## src/rtl/ascdp_pkg.sv

```systemverilog
// shared types, character codes and arithmetic helpers of the ascii decimal line parser
package ascdp_pkg;

  localparam logic [7:0] CHAR_ZERO  = 8'h30;
  localparam logic [7:0] CHAR_NINE  = 8'h39;
  localparam logic [7:0] CHAR_DOT   = 8'h2E;
  localparam logic [7:0] CHAR_COMMA = 8'h2C;
  localparam logic [7:0] CHAR_CR    = 8'h0D;
  localparam logic [7:0] CHAR_LF    = 8'h0A;

  localparam logic [13:0] NON_DIGIT_VALUE = 14'd9999;
  localparam logic [30:0] ACC_MAX         = 31'h7FFF_FFFF;
  localparam logic [5:0]  FRAC_COUNT_MAX  = 6'd63;

  localparam logic KIND_CHAR = 1'b0;
  localparam logic KIND_LINE = 1'b1;

  localparam logic MODE_CHAR = 1'b0;
  localparam logic MODE_LINE = 1'b1;

  // register index of line_mode
  localparam logic REG_LINE_MODE = 1'b0;

  typedef struct packed {
    logic        result_kind;
    logic [5:0]  line_length;
    logic [5:0]  frac_count;
    logic [30:0] frac_value;
    logic [30:0] int_part;
    logic        line_valid;
    logic [13:0] digit_value;
    logic [7:0]  ascii_code;
  } result_t;

  // acc * 10 + digit, saturating at ACC_MAX; times ten as two shifts and an add
  function automatic logic [30:0] mul_add_sat(input logic [30:0] acc, input logic [3:0] digit);
    logic [34:0] v;
    v = {1'b0, acc, 3'b000} + {3'b000, acc, 1'b0} + {31'b0, digit};
    if (v > {4'b0000, ACC_MAX}) begin
      return ACC_MAX;
    end
    return v[30:0];
  endfunction

  function automatic logic is_digit(input logic [7:0] c);
    return (c >= CHAR_ZERO) && (c <= CHAR_NINE);
  endfunction

endpackage

```

## src/rtl/ascii_decimal_line_parser.sv

```systemverilog
// top level of the ascii decimal line parser: stream ports, input and result registers
//
// usage
//   bytes arrive one per beat on the s_axis group (tdata = rx_byte). results
//   leave on the m_axis group, tuser = result_kind (0 char, 1 line)
//   char mode (line_mode 0): every byte gives one result beat with its code
//   and digit value (9999 for a non-digit)
//   line mode (line_mode 1): bytes build up a line; cr or lf gives one result
//   beat with validity, integer part, fraction value and count, and length.
//   bytes past CAPACITY-1 stored characters are dropped until the terminator
//   each byte is first registered in the input register and then processed into
//   the result register that drives m_axis_tvalid; a low m_axis_tready can hold it
//   throughput: one byte per cycle when not stalled by m_axis_tready; input and
//   result register each hold one beat, so a byte is taken while a result waits
//   when m_axis_tready is low the result register holds, the input register
//   fills and then s_axis_tready drops until the result beat leaves
//   reset empties both registers, clears the parser state and sets line_mode to char mode
//   an apb write of line_mode (address 0) also clears the line parser; write
//   it only while no byte is in flight
module ascii_decimal_line_parser #(
  parameter int CAPACITY = 64
) (
  input  logic          clk_i,
  input  logic          rst_ni,
  // apb configuration port
  input  logic          psel,
  input  logic          penable,
  input  logic          pwrite,
  input  logic [2:0]    paddr,
  input  logic [31:0]   pwdata,
  output logic [31:0]   prdata,
  output logic          pready,
  // input beats
  input  logic          s_axis_tvalid,
  output logic          s_axis_tready,
  input  logic [7:0]    s_axis_tdata,   // [7:0] rx_byte
  // result beats
  output logic          m_axis_tvalid,
  input  logic          m_axis_tready,
  // [7:0] ascii_code, [21:8] digit_value, [22] line_valid, [53:23] int_part,
  // [84:54] frac_value, [90:85] frac_count, [96:91] line_length, [103:97] zero
  output logic [103:0]  m_axis_tdata,
  output logic          m_axis_tuser    // [0] result_kind
);

  logic               line_mode;
  logic               cfg_clear;

  logic               in_valid_q, in_valid_d;
  logic [7:0]         in_byte_q, in_byte_d;
  logic               out_valid_q, out_valid_d;
  ascdp_pkg::result_t out_q, out_d;

  logic               out_free;
  logic               proc;
  logic               take_in;
  ascdp_pkg::result_t res;
  logic               res_valid;

  ascdp_cfg u_cfg (
    .clk_i       (clk_i),
    .rst_ni      (rst_ni),
    .psel        (psel),
    .penable     (penable),
    .pwrite      (pwrite),
    .paddr       (paddr),
    .pwdata      (pwdata),
    .prdata      (prdata),
    .pready      (pready),
    .line_mode_o (line_mode),
    .clear_o     (cfg_clear)
  );

  // the byte in the input register is processed once the result register can take its beat
  assign out_free      = !out_valid_q || m_axis_tready;
  assign proc          = in_valid_q && out_free;
  assign s_axis_tready = !in_valid_q || proc;
  assign take_in       = s_axis_tvalid && s_axis_tready;

  ascdp_parser #(
    .CAPACITY (CAPACITY)
  ) u_parser (
    .clk_i       (clk_i),
    .rst_ni      (rst_ni),
    .clear_i     (cfg_clear),
    .line_mode_i (line_mode),
    .step_i      (proc),
    .byte_i      (in_byte_q),
    .res_o       (res),
    .res_valid_o (res_valid)
  );

  // input register
  always_comb begin
    in_valid_d = in_valid_q;
    in_byte_d  = in_byte_q;
    if (take_in) begin
      in_valid_d = 1'b1;
      in_byte_d  = s_axis_tdata;
    end else if (proc) begin
      in_valid_d = 1'b0;
    end
  end

  // result register
  always_comb begin
    out_valid_d = out_valid_q;
    out_d       = out_q;
    if (proc && res_valid) begin
      out_valid_d = 1'b1;
      out_d       = res;
    end else if (m_axis_tready) begin
      out_valid_d = 1'b0;
    end
  end

  always_ff @(posedge clk_i or negedge rst_ni) begin
    if (!rst_ni) begin
      in_valid_q  <= 1'b0;
      out_valid_q <= 1'b0;
    end else begin
      in_valid_q  <= in_valid_d;
      out_valid_q <= out_valid_d;
    end
  end

  // payload needs no reset
  always_ff @(posedge clk_i) begin
    in_byte_q <= in_byte_d;
    out_q     <= out_d;
  end

  assign m_axis_tvalid = out_valid_q;
  assign m_axis_tuser  = out_q.result_kind;
  assign m_axis_tdata  = {7'b0, out_q.line_length, out_q.frac_count, out_q.frac_value,
                          out_q.int_part, out_q.line_valid, out_q.digit_value,
                          out_q.ascii_code};

endmodule

```

## src/rtl/ascdp_cfg.sv

```systemverilog
// apb register block holding the line_mode setting
module ascdp_cfg (
  input  logic        clk_i,
  input  logic        rst_ni,
  input  logic        psel,
  input  logic        penable,
  input  logic        pwrite,
  input  logic [2:0]  paddr,
  input  logic [31:0] pwdata,
  output logic [31:0] prdata,
  output logic        pready,
  output logic        line_mode_o,
  output logic        clear_o
);

  logic line_mode_q, line_mode_d;
  logic wr_en;

  assign pready = 1'b1;
  // word index sits in paddr[2]
  assign wr_en  = psel && penable && pwrite && (paddr[2] == ascdp_pkg::REG_LINE_MODE);

  always_comb begin
    line_mode_d = line_mode_q;
    if (wr_en) begin
      line_mode_d = pwdata[0];
    end
  end

  always_ff @(posedge clk_i or negedge rst_ni) begin
    if (!rst_ni) begin
      line_mode_q <= ascdp_pkg::MODE_CHAR;
    end else begin
      line_mode_q <= line_mode_d;
    end
  end

  assign prdata      = (paddr[2] == ascdp_pkg::REG_LINE_MODE) ? {31'b0, line_mode_q} : 32'b0;
  assign line_mode_o = line_mode_q;
  assign clear_o     = wr_en;

endmodule

```

## src/rtl/ascdp_parser.sv

```systemverilog
// line parser state and per-byte result logic
module ascdp_parser #(
  parameter int CAPACITY = 64
) (
  input  logic                clk_i,
  input  logic                rst_ni,
  input  logic                clear_i,
  input  logic                line_mode_i,
  input  logic                step_i,
  input  logic [7:0]          byte_i,
  output ascdp_pkg::result_t  res_o,
  output logic                res_valid_o
);

  localparam int CNT_W = (CAPACITY > 2) ? $clog2(CAPACITY) : 1;
  localparam logic [CNT_W-1:0] CNT_LIMIT = CNT_W'(CAPACITY - 1);

  logic [CNT_W-1:0] char_count_q, char_count_d;
  logic             seen_sep_q, seen_sep_d;
  logic             still_valid_q, still_valid_d;
  logic [30:0]      int_acc_q, int_acc_d;
  logic [30:0]      frac_acc_q, frac_acc_d;
  logic [5:0]       frac_cnt_q, frac_cnt_d;

  logic             is_term;
  logic             is_sep;
  logic             is_dig;
  logic [3:0]       digit;
  logic [CNT_W+5:0] count_wide;

  assign is_term    = (byte_i == ascdp_pkg::CHAR_CR) || (byte_i == ascdp_pkg::CHAR_LF);
  assign is_sep     = (byte_i == ascdp_pkg::CHAR_DOT) || (byte_i == ascdp_pkg::CHAR_COMMA);
  assign is_dig     = ascdp_pkg::is_digit(byte_i);
  assign digit      = 4'(byte_i - ascdp_pkg::CHAR_ZERO);
  assign count_wide = {6'b0, char_count_q};

  // state update
  always_comb begin
    char_count_d  = char_count_q;
    seen_sep_d    = seen_sep_q;
    still_valid_d = still_valid_q;
    int_acc_d     = int_acc_q;
    frac_acc_d    = frac_acc_q;
    frac_cnt_d    = frac_cnt_q;
    if (clear_i || (step_i && line_mode_i && is_term)) begin
      char_count_d  = '0;
      seen_sep_d    = 1'b0;
      still_valid_d = 1'b1;
      int_acc_d     = '0;
      frac_acc_d    = '0;
      frac_cnt_d    = '0;
    end else if (step_i && line_mode_i && (char_count_q < CNT_LIMIT)) begin
      char_count_d = char_count_q + 1'b1;
      if (still_valid_q) begin
        if (is_sep) begin
          if (seen_sep_q) begin
            still_valid_d = 1'b0;
          end else begin
            seen_sep_d = 1'b1;
          end
        end else if (is_dig) begin
          if (!seen_sep_q) begin
            int_acc_d = ascdp_pkg::mul_add_sat(int_acc_q, digit);
          end else begin
            frac_acc_d = ascdp_pkg::mul_add_sat(frac_acc_q, digit);
            if (frac_cnt_q < ascdp_pkg::FRAC_COUNT_MAX) begin
              frac_cnt_d = frac_cnt_q + 1'b1;
            end
          end
        end else begin
          still_valid_d = 1'b0;
        end
      end
    end
  end

  always_ff @(posedge clk_i or negedge rst_ni) begin
    if (!rst_ni) begin
      char_count_q  <= '0;
      seen_sep_q    <= 1'b0;
      still_valid_q <= 1'b1;
      int_acc_q     <= '0;
      frac_acc_q    <= '0;
      frac_cnt_q    <= '0;
    end else begin
      char_count_q  <= char_count_d;
      seen_sep_q    <= seen_sep_d;
      still_valid_q <= still_valid_d;
      int_acc_q     <= int_acc_d;
      frac_acc_q    <= frac_acc_d;
      frac_cnt_q    <= frac_cnt_d;
    end
  end

  // result of the byte being processed
  always_comb begin
    res_o       = '0;
    res_valid_o = 1'b0;
    if (!line_mode_i) begin
      res_valid_o       = 1'b1;
      res_o.result_kind = ascdp_pkg::KIND_CHAR;
      res_o.ascii_code  = byte_i;
      res_o.digit_value = is_dig ? {10'b0, digit} : ascdp_pkg::NON_DIGIT_VALUE;
    end else if (is_term) begin
      res_valid_o       = 1'b1;
      res_o.result_kind = ascdp_pkg::KIND_LINE;
      res_o.line_valid  = still_valid_q;
      res_o.int_part    = still_valid_q ? int_acc_q : '0;
      res_o.frac_value  = still_valid_q ? frac_acc_q : '0;
      res_o.frac_count  = frac_cnt_q;
      res_o.line_length = count_wide[5:0];
    end
  end

endmodule
```

## config.mk

```make
export PLATFORM = sky130hd
export DESIGN_NAME = ascii_decimal_line_parser
export DESIGN_NICKNAME = d
export VERILOG_FILES = /design/src/rtl/ascdp_pkg.sv /design/src/rtl/ascii_decimal_line_parser.sv /design/src/rtl/ascdp_cfg.sv /design/src/rtl/ascdp_parser.sv
export SDC_FILE = /design/constraint.sdc
export NUM_CORES = 1
export LEC_CHECK = 0
export ABC_AREA = 1
export BUFFER_PORTS_ARGS = -buffer_cell sky130_fd_sc_hd__buf_4
export CAP_MARGIN = 20
export CORE_UTILIZATION = 41
export DETAILED_ROUTE_END_ITERATION = 8
export SYNTH_ARGS = -nofsm -noshare
export SYNTH_HDL_FRONTEND = slang
export SYNTH_HIERARCHICAL = 1
export SYNTH_SLANG_ARGS = --single-unit
```

## constraint.sdc

```tcl
create_clock -name clk_i -period 5.2 [get_ports clk_i]
set_clock_uncertainty 0.2 [all_clocks]
set_input_delay 0.52 -clock clk_i [delete_from_list [all_inputs] [get_ports clk_i]]
set_output_delay 0.52 -clock clk_i [all_outputs]
set_load 0.005 [all_outputs]
```

==> results of run 1 <==
==> registers in the layout (all words and copies together), names as in the netlist, 6 cells and up <==
| name | flops |
|---|---|
| m_axis_tdata | 97 |
| u_parser/frac_acc_q | 31 |
| u_parser/int_acc_q | 31 |
| in_byte_q | 8 |
| u_parser/char_count_q | 6 |
| u_parser/frac_cnt_q | 6 |
==> layout make-up <==
cell class | instances | area (µm²) | share of cell area
timing repair buffer | 125 | 953 | 0.0634
clock buffer | 17 | 425 | 0.0283
sequential | 185 | 5160 | 0.343
inverter | 279 | 1050 | 0.0697
multi-input combinational | 1263 | 6720 | 0.447
clock inverter | 15 | 180 | 0.0120
tap | 435 | 544 | 0.0362
==> logic make-up (layout without fill, tap and decap cells) <==
logic type               Yosys count  count (layout)
XOR/XNOR                          42              42
other                              4              45
adder cells (fa/ha/maj)          128             128
flip-flops                       185             185
AO/OA/AOI/OAI                     91              91
AND/OR/NAND/NOR                  957             957
buffers and inverters            362             436
==> report_power, final <==
part           switching, µW  total (µW)  internal [µW]  leakage (µW)
Sequential              69.7        1770           1700       0.00211
Clock                    646        1330            688      0.000288
Combinational            277         484            208       0.00582
Total                    992        3590           2600       0.00821
==> path summary, 6_finish.rpt <==
kind                                           end                   start  cells after the start
setup / recovery           u_parser/frac_acc_q[16]            in_byte_q[3]                     18
max in group asynchronous    u_parser/int_acc_q[4]                  rst_ni                      3
hold / removal                        in_byte_q[0]         s_axis_tdata[0]                      1
min in group asynchronous  u_parser/frac_acc_q[18]                  rst_ni                      2
setup reg to reg           u_parser/frac_acc_q[16]            in_byte_q[3]                     18
hold reg to reg             u_parser/frac_acc_q[0]  u_parser/frac_acc_q[0]                      2
==> layer usage <==
metal | GRT usage | part of all wire
met1 | 0.254 | 0.48
met3 | 0.0279 | 0.030
met2 | 0.346 | 0.48
met4 | 0.0582 | 0.014
met5 | 0 | 0
==> worst register-to-register path, stage by stage, from the launching register on <==
cell      delay, ns
edfxtp_1       0.41
inv_1          0.15
fa_1           0.61
inv_1          0.06
ha_1           0.29
nand2_1        0.07
nand2_1        0.11
nand3_2        0.12
nand2_1        0.10
nand2_1        0.10
nand2_2        0.10
nand2_2        0.08
nand2_1        0.05
nand2_1        0.05
nand2_1        0.09
nor2_4         0.72
nand3_1        0.18
nand2_1        0.11
nand2_1        0.05
==> through the flow <==
step	setup slack (ns)	util	power, µW	instance area [µm²]	instances
finish	1.45	0.473	3590	15000	2319
CTS	1.42	0.473	3640	15000	2319
floorplan	1.09	-	2090	13500	1810
global route	1.09	0.473	3770	15000	2319
detailed placement	1.44	0.453	2290	14400	2286
global placement	1.51	0.453	2280	14400	2286
==> cells in the final DEF (no fill, tap or decap), types with 10 or more instances in the layout <==
| cell | synthesis | final |
|---|---|---|
| nand2_2 | 18 | 18 |
| dfrtp_1 | 78 | 78 |
| clkbuf_16 | 0 | 17 |
| nand2_1 | 583 | 583 |
| o21bai_1 | 10 | 10 |
| nand3_2 | 14 | 14 |
| ha_1 | 124 | 124 |
| nor2_1 | 185 | 184 |
| nand4_1 | 11 | 11 |
| inv_1 | 275 | 275 |
| buf_4 | 53 | 123 |
| nor3_1 | 12 | 12 |
| a21oi_1 | 56 | 55 |
| o21ai_0 | 14 | 14 |
| xor2_1 | 12 | 12 |
| xnor2_1 | 30 | 30 |
| edfxtp_1 | 106 | 106 |
| nand3_1 | 100 | 100 |
| conb_1 | 4 | 45 |
==> timing repair <==
action,4_1_cts,5_1_grt
hold buffers,1,0
setup buffers,0,0
resized for setup,0,0
hold endpoints to repair,28,0
setup endpoints to repair,0,0
==> flow_summary.json, run 1 <==
{
  "gp_congestion": 0.890,
  "period_needed_ns": 3.75,
  "clockBufferDepth": 2,
  "yosys.area.top_type_share": 0.238,
  "fp.dieH_um": 183,
  "numPortBuffers": 117,
  "leakagePower_uw": 0.00821,
  "clock_sinks": 185,
  "drt_pass1_iterations": 5,
  "synth_cell_types": 46,
  "hold_class": "in2reg",
  "vias": 10780,
  "n_antenna_cell": 0,
  "synth-simple-area-share": 0.301,
  "slowest_stage": "nor2_4",
  "clk_latency_ns": 0.46,
  "setup_viol": 0,
  "clk_pin_slew_worst_paths_ns": 0.08,
  "setup-tns-final_ns": 0,
  "synth_warnings": 6,
  "dpl.hpwl_um": 23800,
  "drv_cap": 0,
  "critPathKind": "reg2reg",
  "synth-compound-area-share": 0.0383,
  "slew_viol_final": 0,
  "synth_commonest_cells": "nand2_1 (583), inv_1 (275), nor2_1 (185), ha_1 (124), edfxtp_1 (106)",
  "period_share": 0.722,
  "outcome": "completed",
  "rows": 65,
  "synth-main-ff-cell": "edfxtp_1",
  "crit_buf_inv": 2,
  "crit_chain": "inv_1 > fa_1 > inv_1 > ha_1 > nand2_1 > nand2_1 > nand3_2 > nand2_1 > nand2_1 > nand2_2 > nand2_2 > nand2_1 > nand2_1 > nand2_1 > nor2_4 > nand3_1 > nand2_1 > nand2_1",
  "crit_path_end_kind": "flip-flop",
  "final_nets": 2049,
  "ant_nets": 0,
  "hold_viol_final": 0,
  "synth_top_cell_by_area": "edfxtp_1",
  "cts_tree": "built",
  "drc": 0,
  "max_freq_mhz": 267,
  "muxShareOfSynthArea": 0,
  "io_pins": 190,
  "syn_area_per_cell_um2": 7.55,
  "wl_um": 31600,
  "synth_edf_count": 106,
  "grt_max_degree": 75,
  "yosysMostFrequentCell": "nand2_1",
  "reg2reg_slack_ns": 1.45,
  "grt_pass1_wl_um": 52500,
  "critPathMaxStageDelay_ns": 0.72,
  "powerDensity_nw_per_um2": 239,
  "async_flop_share": 0.427,
  "start_kind": "flip-flop",
  "cts_buffers": 17,
  "required_ns": 5.34,
  "die-area_um2": 33300,
  "synth_xor_area_frac": 0.0275,
  "area_growth_pct": 12.5,
  "fillers": 3247,
  "synthCells": 1769,
  "cp_max_fo": 31,
  "ir_drop_mv": 0.218,
  "synth_top_family_by_area": "simple AND/OR/NAND/NOR gates",
  "cp_top_family": "simple AND/OR/NAND/NOR gates",
  "synth_fa_ha_area_frac": 0.122,
  "cpMostUsedCell": "nand2_1",
  "synth_area_um2": 13400,
  "cts_root_buf": "clkbuf_16",
  "overflow": 0,
  "via_per_inst": 4.65,
  "layout-drive-gt1-share": 0.114,
  "worst_hold_slack_ns": 0.0362,
  "ys_ff_latch": 185,
  "rsz0062_at_grt": "false",
  "ys_seq_area_frac": 0.386,
  "worst_pin_slew_ns": 0.937,
  "antenna_found_initial": 0,
  "grt_pass1_vias": 10491,
  "htreeDepth": 4,
  "wl_per_cell_um": 13.6,
  "drt_iter0_drc": 532,
  "synth_area_leaders": "edfxtp_1 (24%), nand2_1 (16%), dfrtp_1 (15%)",
  "relSlewSlack": 0.374,
  "core-area_um2": 31800,
  "die_x_um": 183,
  "grtUsageTotal": 0.198,
  "initial_utilization": 0.420,
  "critPathArrivalTime_ns": 3.89
}
Note: power is estimated with default switching activity, not from simulation.
==> run 2, diff against run 1 <==
==> constraint.sdc (replaced) <==
create_clock -name clk_i -period 3.7 [get_ports clk_i]
set_clock_uncertainty 0.2 [all_clocks]
set_input_delay 0.37 -clock clk_i [delete_from_list [all_inputs] [get_ports clk_i]]
set_output_delay 0.37 -clock clk_i [all_outputs]
set_load 0.005 [all_outputs]
==> run 2 against run 1 <==
Against the previous run: global-route usage down 0.12 points; flip-flop and latch count did not move; fmax grew 14%; register-to-register slack worse by 1.0 ns; final area rose by 1.4%; clock power is 38% higher; via count grew 0.84%.
==> flow_summary.json, run 2 (synthesized netlist as in run 1, its figures left out) <==
{
  "outcome": "completed",
  "hold_class": "in2reg",
  "critPathArrivalTime_ns": 3.44,
  "grtUsageTotal": 0.197,
  "fillers": 3159,
  "ant_nets": 0,
  "core-area_um2": 31800,
  "htreeDepth": 4,
  "cp_max_fo": 16,
  "drt_iter0_drc": 551,
  "layout-drive-gt1-share": 0.119,
  "cp-startpoint": "in_byte_q[3]",
  "critPathKind": "reg2reg",
  "required_ns": 3.85,
  "r2r_start": "in_byte_q[3]",
  "clock_sinks": 185,
  "largest_register_ffs": 97,
  "total_power_uw": 5010,
  "cts_tree": "built",
  "setup-tns-final_ns": 0,
  "initial_utilization": 0.420,
  "place_area_um2": 14500,
  "powerDensity_nw_per_um2": 328,
  "numPortBuffers": 117,
  "hold_viol_final": 0,
  "setup_viol": 0,
  "drv_cap": 0,
  "crit_path_end_kind": "flip-flop",
  "dpl.hpwl_um": 23900,
  "vias": 10871,
  "worst_pin_slew_ns": 0.699,
  "fin_ws_ns": 0.403,
  "clockBufferDepth": 2,
  "period_share": 0.891,
  "gp_congestion": 0.910,
  "overflow": 0,
  "rsz0062_at_grt": "false",
  "via_per_inst": 4.64,
  "area_growth_pct": 14.1,
  "io_pins": 190,
  "die_x_um": 183,
  "whs_path_depth": 5,
  "final_nets": 2075,
  "drc": 0,
  "leakagePower_uw": 0.00832,
  "dp_slack_ns": -0.0136,
  "period_needed_ns": 3.30,
  "worst_hold_slack_ns": 0.0485,
  "relSlewSlack": 0.534,
  "cts_buffers": 17,
  "grt_max_degree": 56,
  "clk_latency_ns": 0.46,
  "design_area_um2": 15200,
  "wl_um": 31500,
  "antenna_found_initial": 0,
  "cts_root_buf": "clkbuf_16",
  "die-area_um2": 33300,
  "fp.dieH_um": 183,
  "clk_pin_slew_worst_paths_ns": 0.07,
  "start_kind": "flip-flop",
  "final_cell_mix": "nand2_1 (583), inv_1 (274), nor2_1 (184), buf_4 (134), ha_1 (124)",
  "grt_pass1_wl_um": 52300,
  "hold_start": "paddr[2]",
  "drt_pass1_iterations": 5,
  "grt_pass1_vias": 10630,
  "final_common_cell": "nand2_1",
  "wl_per_cell_um": 13.4,
  "rows": 65,
  "r2r_cells": 18,
  "n_antenna_cell": 0,
  "ir_drop_mv": 0.331,
  "slew_viol_final": 0,
  "max_freq_mhz": 303
}
[run 2: what timing repair did]
item,4_1_cts,5_1_grt
hold buffers,14,0
resized for setup,1,1
pin swaps,0,1
endpoints found under the setup margin,13,31
endpoints found under the hold margin,35,0
gates cloned,0,1
buffers inserted,0,1
[run 2: stage by stage]
step           utilization  cells
2_1_floorplan            -   1810
3_3_place_gp         0.456   2297
3_5_place_dp         0.456   2297
4_1_cts              0.479   2343
5_1_grt              0.480   2345
6_report             0.480   2345
[run 2: worst max-delay path: stages (launching register included)]
cell	delay, ns
edfxtp_1	0.43
inv_2	0.10
fa_1	0.60
inv_1	0.06
ha_1	0.29
nand2_1	0.07
nand2_1	0.11
nand3_2	0.11
nand2_1	0.10
nand2_1	0.09
nand2_2	0.06
nand2_2	0.06
nand2_1	0.04
nand2_1	0.06
nand2_1	0.14
nor2_4	0.40
nand3_1	0.14
nand2_1	0.09
nand2_1	0.05
[run 2: per-layer routing]
metal,global-route usage,part of all wire
met1,0.247,0.46
met5,0,0
met2,0.349,0.49
met3,0.0305,0.031
met4,0.0571,0.014
[run 2: power breakdown]
group          switching (µW)  internal [µW]
logic                     383            298
clock network             877            958
registers                96.7           2390
total                    1360           3650
[run 2: final timing paths]
check	slack, ns	endpoint
worst max-delay path	0.40	u_parser/frac_acc_q[4]
worst min-delay path	0.05	u_cfg/line_mode_o
worst max register to register	0.40	u_parser/frac_acc_q[4]
worst min register to register	0.32	u_parser/int_acc_q[0]
max in group asynchronous	2.37	u_parser/int_acc_q[17]
min in group asynchronous	0.17	u_parser/frac_acc_q[17]
[run 2: cell type report]
| cell class | count | area [µm²] | share of cell area |
|---|---|---|---|
| tap | 435 | 544 | 0.0357 |
| clock inverter | 14 | 154 | 0.0101 |
| timing repair buffer | 150 | 1190 | 0.0778 |
| multi-input combinational | 1264 | 6730 | 0.441 |
| sequential | 185 | 5160 | 0.338 |
| inverter | 279 | 1050 | 0.0687 |
| clock buffer | 18 | 429 | 0.0281 |
==> run 3, diff against run 2 <==
--- a/config.mk
+++ b/config.mk
@@ -10,6 +10,7 @@
 export CAP_MARGIN = 20
 export CORE_UTILIZATION = 41
 export DETAILED_ROUTE_END_ITERATION = 8
+export PLACE_DENSITY = 0.71
 export SYNTH_ARGS = -nofsm -noshare
 export SYNTH_HDL_FRONTEND = slang
 export SYNTH_HIERARCHICAL = 1
==> run 3 against run 2 <==
Against the previous run: worst setup slack lost 0.11 ns; die area stayed put; global-route usage decreased by 0.23 points; first-iteration DRC count rose by 17%; sequential share of layout area increased by 0.10 points; register-to-register slack lost 0.11 ns; final area shrank 0.30%; final cell count fell by 0.21%; flip-flop and latch count unchanged; via count rose by 1.9%; clock power about the same; largest cell class unchanged; highest routed layer unchanged.
==> flow_summary.json, run 3 (synthesized netlist as in run 1, its figures left out) <==
{
  "final_nets": 2070,
  "via_per_inst": 4.73,
  "dpl.hpwl_um": 23600,
  "final_common_cell": "nand2_1",
  "critPathArrivalTime_ns": 3.55,
  "period_share": 0.921,
  "die-area_um2": 33300,
  "powerDensity_nw_per_um2": 330,
  "wl_um": 31700,
  "vias": 11076,
  "period_needed_ns": 3.41,
  "grt_max_degree": 74,
  "relSlewSlack": 0.416,
  "r2r_cells": 18,
  "whs_path_depth": 4,
  "drt_pass1_iterations": 7,
  "setup_viol": 0,
  "hold_viol_final": 0,
  "clock_sinks": 185,
  "ant_nets": 0,
  "grtUsageTotal": 0.195,
  "clk_latency_ns": 0.44,
  "hold_end": "u_cfg/line_mode_o",
  "htreeDepth": 4,
  "hold_start": "paddr[2]",
  "required_ns": 3.84,
  "r2r_start": "u_parser/frac_acc_q[2]",
  "largest_register_ffs": 97,
  "outcome": "completed",
  "clk_pin_slew_worst_paths_ns": 0.08,
  "clockBufferDepth": 2,
  "area_growth_pct": 13.8,
  "die_x_um": 183,
  "drv_cap": 0,
  "rsz0062_at_grt": "false",
  "cp_max_fo": 15,
  "fillers": 3080,
  "slew_viol_final": 0,
  "layout-drive-gt1-share": 0.117,
  "fp.dieH_um": 183,
  "r2r-end": "u_parser/frac_acc_q[8]",
  "ir_drop_mv": 0.308,
  "cts_root_buf": "clkbuf_16",
  "drt_iter0_drc": 647,
  "cts_setup_buffers": 0,
  "initial_utilization": 0.420,
  "cts_tree": "built",
  "crit_path_end_kind": "flip-flop",
  "critPathKind": "reg2reg",
  "drc": 0,
  "leakagePower_uw": 0.00831,
  "n_antenna_cell": 0,
  "grt_pass1_vias": 10782,
  "worst_hold_slack_ns": 0.0205,
  "max_freq_mhz": 293,
  "overflow": 0,
  "rows": 65,
  "io_pins": 190,
  "worst_pin_slew_ns": 0.876,
  "hold_class": "in2reg",
  "cts_buffers": 17,
  "reg2reg_slack_ns": 0.29,
  "antenna_found_initial": 0,
  "final_cell_mix": "nand2_1 (583), inv_1 (275), nor2_1 (185), buf_4 (132), ha_1 (124)",
  "gp_congestion": 0.952,
  "start_kind": "flip-flop",
  "wl_per_cell_um": 13.6,
  "core-area_um2": 31800,
  "numPortBuffers": 117,
  "grt_pass1_wl_um": 52200,
  "setup-tns-final_ns": 0
}
## run 3: what timing repair did
item                       4_1_cts  5_1_grt
hold buffers                    11        0
gates cloned                     0        1
resized for setup                0        1
setup endpoints to repair       11       31
pin swaps                        1        0
hold endpoints to repair        69        0
## run 3: critical path: stages (launching register included)
cell,delay [ns]
dfrtp_1,0.39
inv_1,0.10
fa_1,0.60
inv_1,0.06
ha_1,0.28
nand2_1,0.07
nand2_1,0.12
nand3_2,0.12
nand2_1,0.09
nand2_1,0.09
nand2_2,0.06
nand2_2,0.06
nand2_1,0.05
nand2_1,0.05
nand2_1,0.12
nor2_4,0.53
nand3_1,0.16
nand2_1,0.10
nand2_1,0.05
## run 3: power by group
part,internal (µW),switching [µW],leakage (µW)
logic,303,394,0.00591
clock network,955,882,0.000283
registers,2390,93.5,0.00211
## run 3: worst max-delay path by stage
stage / startpoint / endpoint / cells past startpoint
finish: u_parser/frac_acc_q[2] / u_parser/frac_acc_q[8] / 18
global route: u_parser/frac_acc_q[2] / u_parser/frac_acc_q[8] / 18
CTS: in_byte_q[3] / u_parser/frac_acc_q[16] / 18
detailed placement: in_byte_q[3] / u_parser/frac_acc_q[14] / 18
global placement: in_byte_q[3] / u_parser/frac_acc_q[16] / 18
floorplan: in_byte_q[2] / m_axis_tdata[0] / 8
## run 3: cell type report
| type | instances | area (µm²) | area share |
|---|---|---|---|
| clock buffers | 17 | 425 | 0.0280 |
| clock inverters | 15 | 160 | 0.0105 |
| well taps | 435 | 544 | 0.0358 |
| flip-flops and latches | 185 | 5160 | 0.339 |
| repair buffers | 145 | 1140 | 0.0751 |
| inverters | 279 | 1050 | 0.0689 |
| multi-input cells | 1264 | 6720 | 0.442 |
## run 3: layer usage
layer | vias up | routed length (µm) | part of all wire | global-route usage
li1 | 5690 | - | - | -
met1 | 5089 | 14900 | 0.47 | 0.251
met2 | 254 | 15200 | 0.48 | 0.340
met3 | 43 | 1070 | 0.034 | 0.0245
met4 | 0 | 543 | 0.017 | 0.0571
met5 | - | 0 | 0 | 0
## run 3: per-stage QoR
| step | instance area, µm² | setup WS, ns | utilization | cells | power, µW |
|---|---|---|---|---|---|
| final | 15200 | 0.291 | 0.478 | 2340 | 5020 |
| after global routing | 15200 | 0.0497 | 0.478 | 2340 | 5250 |
| after CTS | 15200 | 0.00349 | 0.478 | 2339 | 5070 |
| after detailed placement | 14500 | 0.000430 | 0.456 | 2296 | 3210 |
| after global placement | 14500 | 0.134 | 0.456 | 2296 | 3190 |
| after floorplan | 13500 | 0.686 | - | 1810 | 2940 |
